===== src/rtl/core/qvr_mul.sv =====
// qvr_mul: two-stage signed multiplier, wide operand split into chunks
// chunk partial products registered, then shifted and summed into a register
// no package dependencies
module qvr_mul #(
    parameter int AW = 32,
    parameter int BW = 32,
    parameter int RW = 64
) (
    input  logic                 clk,
    input  logic                 en,
    input  logic signed [AW-1:0] a,
    input  logic signed [BW-1:0] b,
    output logic signed [RW-1:0] p
);

    localparam int CW   = BW;
    localparam int NC   = (AW + CW - 1) / CW;
    localparam int PADW = NC * CW;
    localparam int PPW  = CW + 1 + BW;

    logic signed [PADW-1:0] a_ext;
    logic signed [PPW-1:0]  pp_reg [NC];
    logic signed [RW-1:0]   sum;
    logic signed [RW-1:0]   p_reg;

    assign a_ext = PADW'(a);

    for (genvar i = 0; i < NC; i++) begin : g_chunk
        logic signed [CW:0]    chunk;
        logic signed [PPW-1:0] prod;

        // top chunk carries the sign, lower chunks are unsigned
        if (i == NC - 1) begin : g_top
            assign chunk = {a_ext[PADW-1], a_ext[i*CW +: CW]};
        end
        else begin : g_low
            assign chunk = {1'b0, a_ext[i*CW +: CW]};
        end

        assign prod = chunk * b;

        always_ff @(posedge clk)
        begin
            if (en)
            begin
                pp_reg[i] <= prod;
            end
        end
    end

    always_comb
    begin
        sum = '0;
        for (int i = 0; i < NC; i++)
        begin
            sum = sum + (RW'(pp_reg[i]) <<< (i * CW));
        end
    end

    always_ff @(posedge clk)
    begin
        if (en)
        begin
            p_reg <= sum;
        end
    end

    assign p = p_reg;

endmodule


===== config.mk =====
export PLATFORM = sky130hd
export DESIGN_NAME = qvr_mul
export DESIGN_NICKNAME = d
export VERILOG_FILES = /design/src/rtl/core/qvr_mul.sv
export SDC_FILE = /design/constraint.sdc
export NUM_CORES = 2
export LEC_CHECK = 0
export BUFFER_PORTS_ARGS = -buffer_cell sky130_fd_sc_hd__buf_2
export CORE_UTILIZATION = 25
export DETAILED_ROUTE_END_ITERATION = 12
export HOLD_SLACK_MARGIN = 0.08
export MAX_ROUTING_LAYER = met4
export PLACE_DENSITY_LB_ADDON = 0.05
export SYNTH_ARGS = -nofsm -noshare
export SYNTH_HDL_FRONTEND = slang
export SYNTH_SLANG_ARGS = --single-unit

===== constraint.sdc =====
create_clock -name clk -period 11 [get_ports clk]
set_clock_uncertainty 0.2 [all_clocks]
set_input_delay 3.3 -clock clk [delete_from_list [all_inputs] [get_ports clk]]
set_output_delay 3.3 -clock clk [all_outputs]
set_load 0.02 [all_outputs]

After elaboration in Yosys (flattened, before gate mapping)
Memories as Yosys holds them, arrays and structs flattened. A register that Yosys moved wholly into a read port is not among the register bits.
Cells that the tools add are included.
{"block": "classes", "muxes": 2, "multipliers": 1}
{"op": "multiplier 32 x 32 -> 64 bit", "count": 1}
{"op": "two-way mux 1 bit", "count": 2}
{"block": "totals", "ramBits": 65, "wordCells": 4, "output_inout_bits": 64, "input_bits": 66, "ff_bits": 0, "memories": 1}
{"name": "pp_reg", "words": 1, "word_bits": 65, "read_ports": 1, "rd_clocked_by_memory_dff": 1, "wr": 1, "line": "22", "text": "logic signed [PPW-1:0] pp_reg [NC];"}

Depth between registers and ports, before layout
{"block": "logic_depth", "depth_word": 2, "depth_mapped": 28}

Worst setup path before layout
OpenSTA, ideal clock, no wires.
{"block": "synth_path", "path_type": "input port to flip-flop", "start": "input port b[2]", "end": "memory pp_reg[0][56] (netlist name), data pin", "cell_stages": 24, "t_required_ns": 10.541, "t_arrival_ns": 10.459, "path_slack_ns": 0.082, "setup_ns": 0.259, "cell_sequence": "clkbuf_1 -> nand2_1 -> inv_1 -> fa_1 -> fa_1 -> fa_1 -> fa_1 -> fa_1 -> fa_1 -> fa_1 -> inv_1 -> fa_1 -> inv_1 -> ha_1 -> buf_6 -> a21o_1 -> a31oi_1 -> nor3_1 -> or4_1 -> a221o_1 -> o21bai_2 -> a21boi_2 -> o2111a_1 -> a211o_1"}
{"block": "synth_between", "elab_chain_len": 1}
{"element": "start: declaration", "line": "12", "text": "input logic signed [BW-1:0] b,"}
{"element": "multiplier 32 x 32 -> 64 bit", "line": "40", "text": "assign prod = chunk * b;"}
{"element": "via g_chunk[0].prod[56]", "line": "30", "text": "logic signed [PPW-1:0] prod;"}
{"element": "end: declaration", "line": "22"}
The timed path passes the listed nets, and every way through them passes these cells.

Worst setup path in the final report
{"block": "layout_path", "start": "input port a[17]", "end": "memory pp_reg[0][56] (netlist name), data pin"}
{"block": "layout_between", "elab_chain_len": 1}
{"element": "start: declaration", "line": "11", "text": "input logic signed [AW-1:0] a,"}
{"element": "multiplier 32 x 32 -> 64 bit", "line": "40"}
{"element": "via g_chunk[0].prod[56]", "line": "30"}
The timed path passes the listed nets, and every way through them passes these cells.

==> results.sh <==
export IMPL_rsz0062_at_grt="false"
export IMPL_relSlewSlack_pct=46.1
export IMPL_grt_max_degree=68
export IMPL_drive_gt1_share_pct=14.9
export IMPL_yosys_most_used_dff="edfxtp_1"
export IMPL_grt_pass1_wl_um=210000
export IMPL_die_y_um=404
export IMPL_tritoncts="yes"
export IMPL_synthDominantCellAreaShare_pct=53.6
export IMPL_portBuffers=129
export IMPL_die_x_um=404
export IMPL_root_buffer="clkbuf_16"
export IMPL_dieArea_um2=163000
export IMPL_avgViaCountPerCell=4.11
export IMPL_ant_nets=0
export IMPL_dp_hpwl_um=122000
export IMPL_clkTransAtPathRegs_ns=0.06
export IMPL_arrival_ns=10.71
export IMPL_async_reset_ff_share_pct=0
export IMPL_fillers=17100
export IMPL_worst_path_max_fanout=14
export IMPL_place_ws_ns=-0.441
export IMPL_rows=147
export IMPL_multi_input_area_um2=32000
export IMPL_synth_common_cells="1082 x fa_1, 960 x inv_1, 518 x nand2_1, 511 x and2_1, 193 x clkbuf_1"
export IMPL_status="finished clean"
export IMPL_vias=27200
export IMPL_synth_most_common_cell="fa_1"
export IMPL_yosysWarnings=0
export IMPL_routed_wl_um=133000
export IMPL_finalCritPeriodShare_pct=97.5
export IMPL_synthTopCellsByArea="fa_1 54%, edfxtp_1 9.5%, inv_1 8.9%"
export IMPL_finalCriticalPeriod_ns=10.72
export IMPL_ios=130
export IMPL_cts_hold_buf=0
export IMPL_hold_viol_final=0
export IMPL_grt_antenna_before_repair=10
export IMPL_initial_core_util_pct=25.2
export IMPL_yosysSeqAreaShare_pct=9.51
export IMPL_gp_congestion=0.793
export IMPL_drc=0
export IMPL_final_seq_area_um2=3840
export IMPL_cap_viol_max_count=0
export IMPL_wl_per_cell_um=20.1
export IMPL_final_setup_worst_slack_ns=0.278
export IMPL_track_usage_pct=17.8
export IMPL_dr_pass1_iters=5
export IMPL_synth_area_per_cell_um2=10.0
export IMPL_coreArea_um2=161000
export IMPL_min_path_type="reg2reg"
export IMPL_syn_area_um2=40400
export IMPL_clkSinkCount=128
export IMPL_clockBufferDepth=2
export IMPL_maxSlewViolCount=0
export IMPL_fmax_ghz=0.0933
export IMPL_post_synth_inst_count=4030
export IMPL_end_kind="flop"
export IMPL_htreeDepth=4
export IMPL_nNetsFinal=5764
export IMPL_area_growth_pct=18.0
export IMPL_synth_seq_cells=128
export IMPL_synth_top_area_cell="fa_1"
export IMPL_ys_types=72
export IMPL_required_ns=10.99
export IMPL_grt_pass1_vias=32400
export IMPL_insertion_delay_ns=0.43
export IMPL_synth_nets=5362
export IMPL_worst_pin_slew_ns=0.809
export IMPL_cts_made_buffers=17
export IMPL_grt_overflow=0
export IMPL_startpoint_type="input port"
export IMPL_synth_edff_count=128
export IMPL_drt_iter0_drc=925
export IMPL_setup_viol=0
export IMPL_setup_worst_path_class="in2reg"
==> layout make-up <==
type / count / area share, %
diodes: 8 / 0.0420
clock buffers: 18 / 0.900
clock inverters: 14 / 0.231
inverters: 960 / 7.56
multi-input cells: 2722 / 67.1
flip-flops and latches: 128 / 8.06
well taps: 2160 / 5.67
repair buffers: 603 / 10.5
==> path summary, 6_finish.rpt <==
check | from | to | slack, ns | cells after the start
setup reg to reg | pp_reg[0][13]$_DFFE_PP_ | p[13]$_DFFE_PP_ | 10.08 | 0
setup / recovery | a[17] | pp_reg[0][56]$_DFFE_PP_ | 0.28 | 24
hold reg to reg | pp_reg[0][27]$_DFFE_PP_ | p[27]$_DFFE_PP_ | 0.22 | 0
hold / removal | pp_reg[0][27]$_DFFE_PP_ | p[27]$_DFFE_PP_ | 0.22 | 0
==> critical path, stage by stage <==
cell and delay (ns):
clkbuf_4 0.23, buf_4 0.22, and2_1 0.17, fa_1 0.55, fa_1 0.46, fa_1 0.51
inv_1 0.05, fa_1 0.47, inv_1 0.05, fa_1 0.48, fa_1 0.65, fa_1 0.47
fa_1 0.51, ha_1 0.37, and3_4 0.23, and3_2 0.19, nand4_1 0.09, a211o_1 0.33
a2111oi_2 0.33, buf_4 0.19, o21bai_2 0.07, a21boi_2 0.33, o21ai_1 0.16, a211o_1 0.27
==> kinds of logic after synthesis <==
family | after synthesis | synth area share, %
XOR/XNOR | 71 | 1.54
flip-flops | 128 | 9.51
AO/OA/AOI/OAI | 214 | 3.61
buffers and inverters | 1180 | 11.4
multiplexers | 1 | 0.0248
AND/OR/NAND/NOR | 1170 | 14.6
adder cells (fa/ha/maj) | 1266 | 59.3
==> what timing repair did <==
item | CTS | global route
resized for setup | 0 | 18
endpoints found under the setup margin | 0 | 10
buffers inserted | 0 | 1
==> metrics by stage <==
stage | utilization [%] | hold WS [ns] | area [um2] | setup TNS, ns | instances
6_report | 29.7 | 0.218 | 47700 | 0 | 6613
5_1_grt | 29.7 | 0.227 | 47700 | 0 | 6611
4_1_cts | 29.6 | 0.219 | 47600 | 0 | 6604
3_5_place_dp | 29.3 | 0.205 | 47000 | -5.01 | 6572
3_3_place_gp | 29.3 | 0.202 | 47000 | -5.30 | 6572
2_1_floorplan | - | 0.200 | 40400 | 0 | 4030
==> placed cells by master, fill, tap and decap left out, types with 5 or more instances in the layout <==
cell       instances
fa_1            1081
inv_1            960
nand2_1          518
and2_1           511
buf_4            414
ha_1             184
edfxtp_1         128
buf_2            117
a21oi_1           66
buf_12            60
nor2_1            53
xnor2_1           49
a21o_1            30
o21ai_0           28
xor2_1            22
clkbuf_16         17
nand4_1           16
nand3_1           15
nand2b_1          12
nor3_1            12
nor2b_1           11
clkbuf_4          11
o21bai_1          10
o21a_1             9
a31oi_1            9
diode_2            8
o211ai_1           8
o21ai_1            7
and3_1             6
inv_6              5
==> routing by layer <==
layer / part of all wire (%) / global-route usage, %
met1: 41 / 20.7
met2: 57 / 34.4
met3: 1.2 / 1.02
met4: 0.80 / 1.50
met5: 0 / -
Power is left out: the tool's default activity adds up to more than one toggle a clock period on the data nets, which glitch-free logic cannot reach.
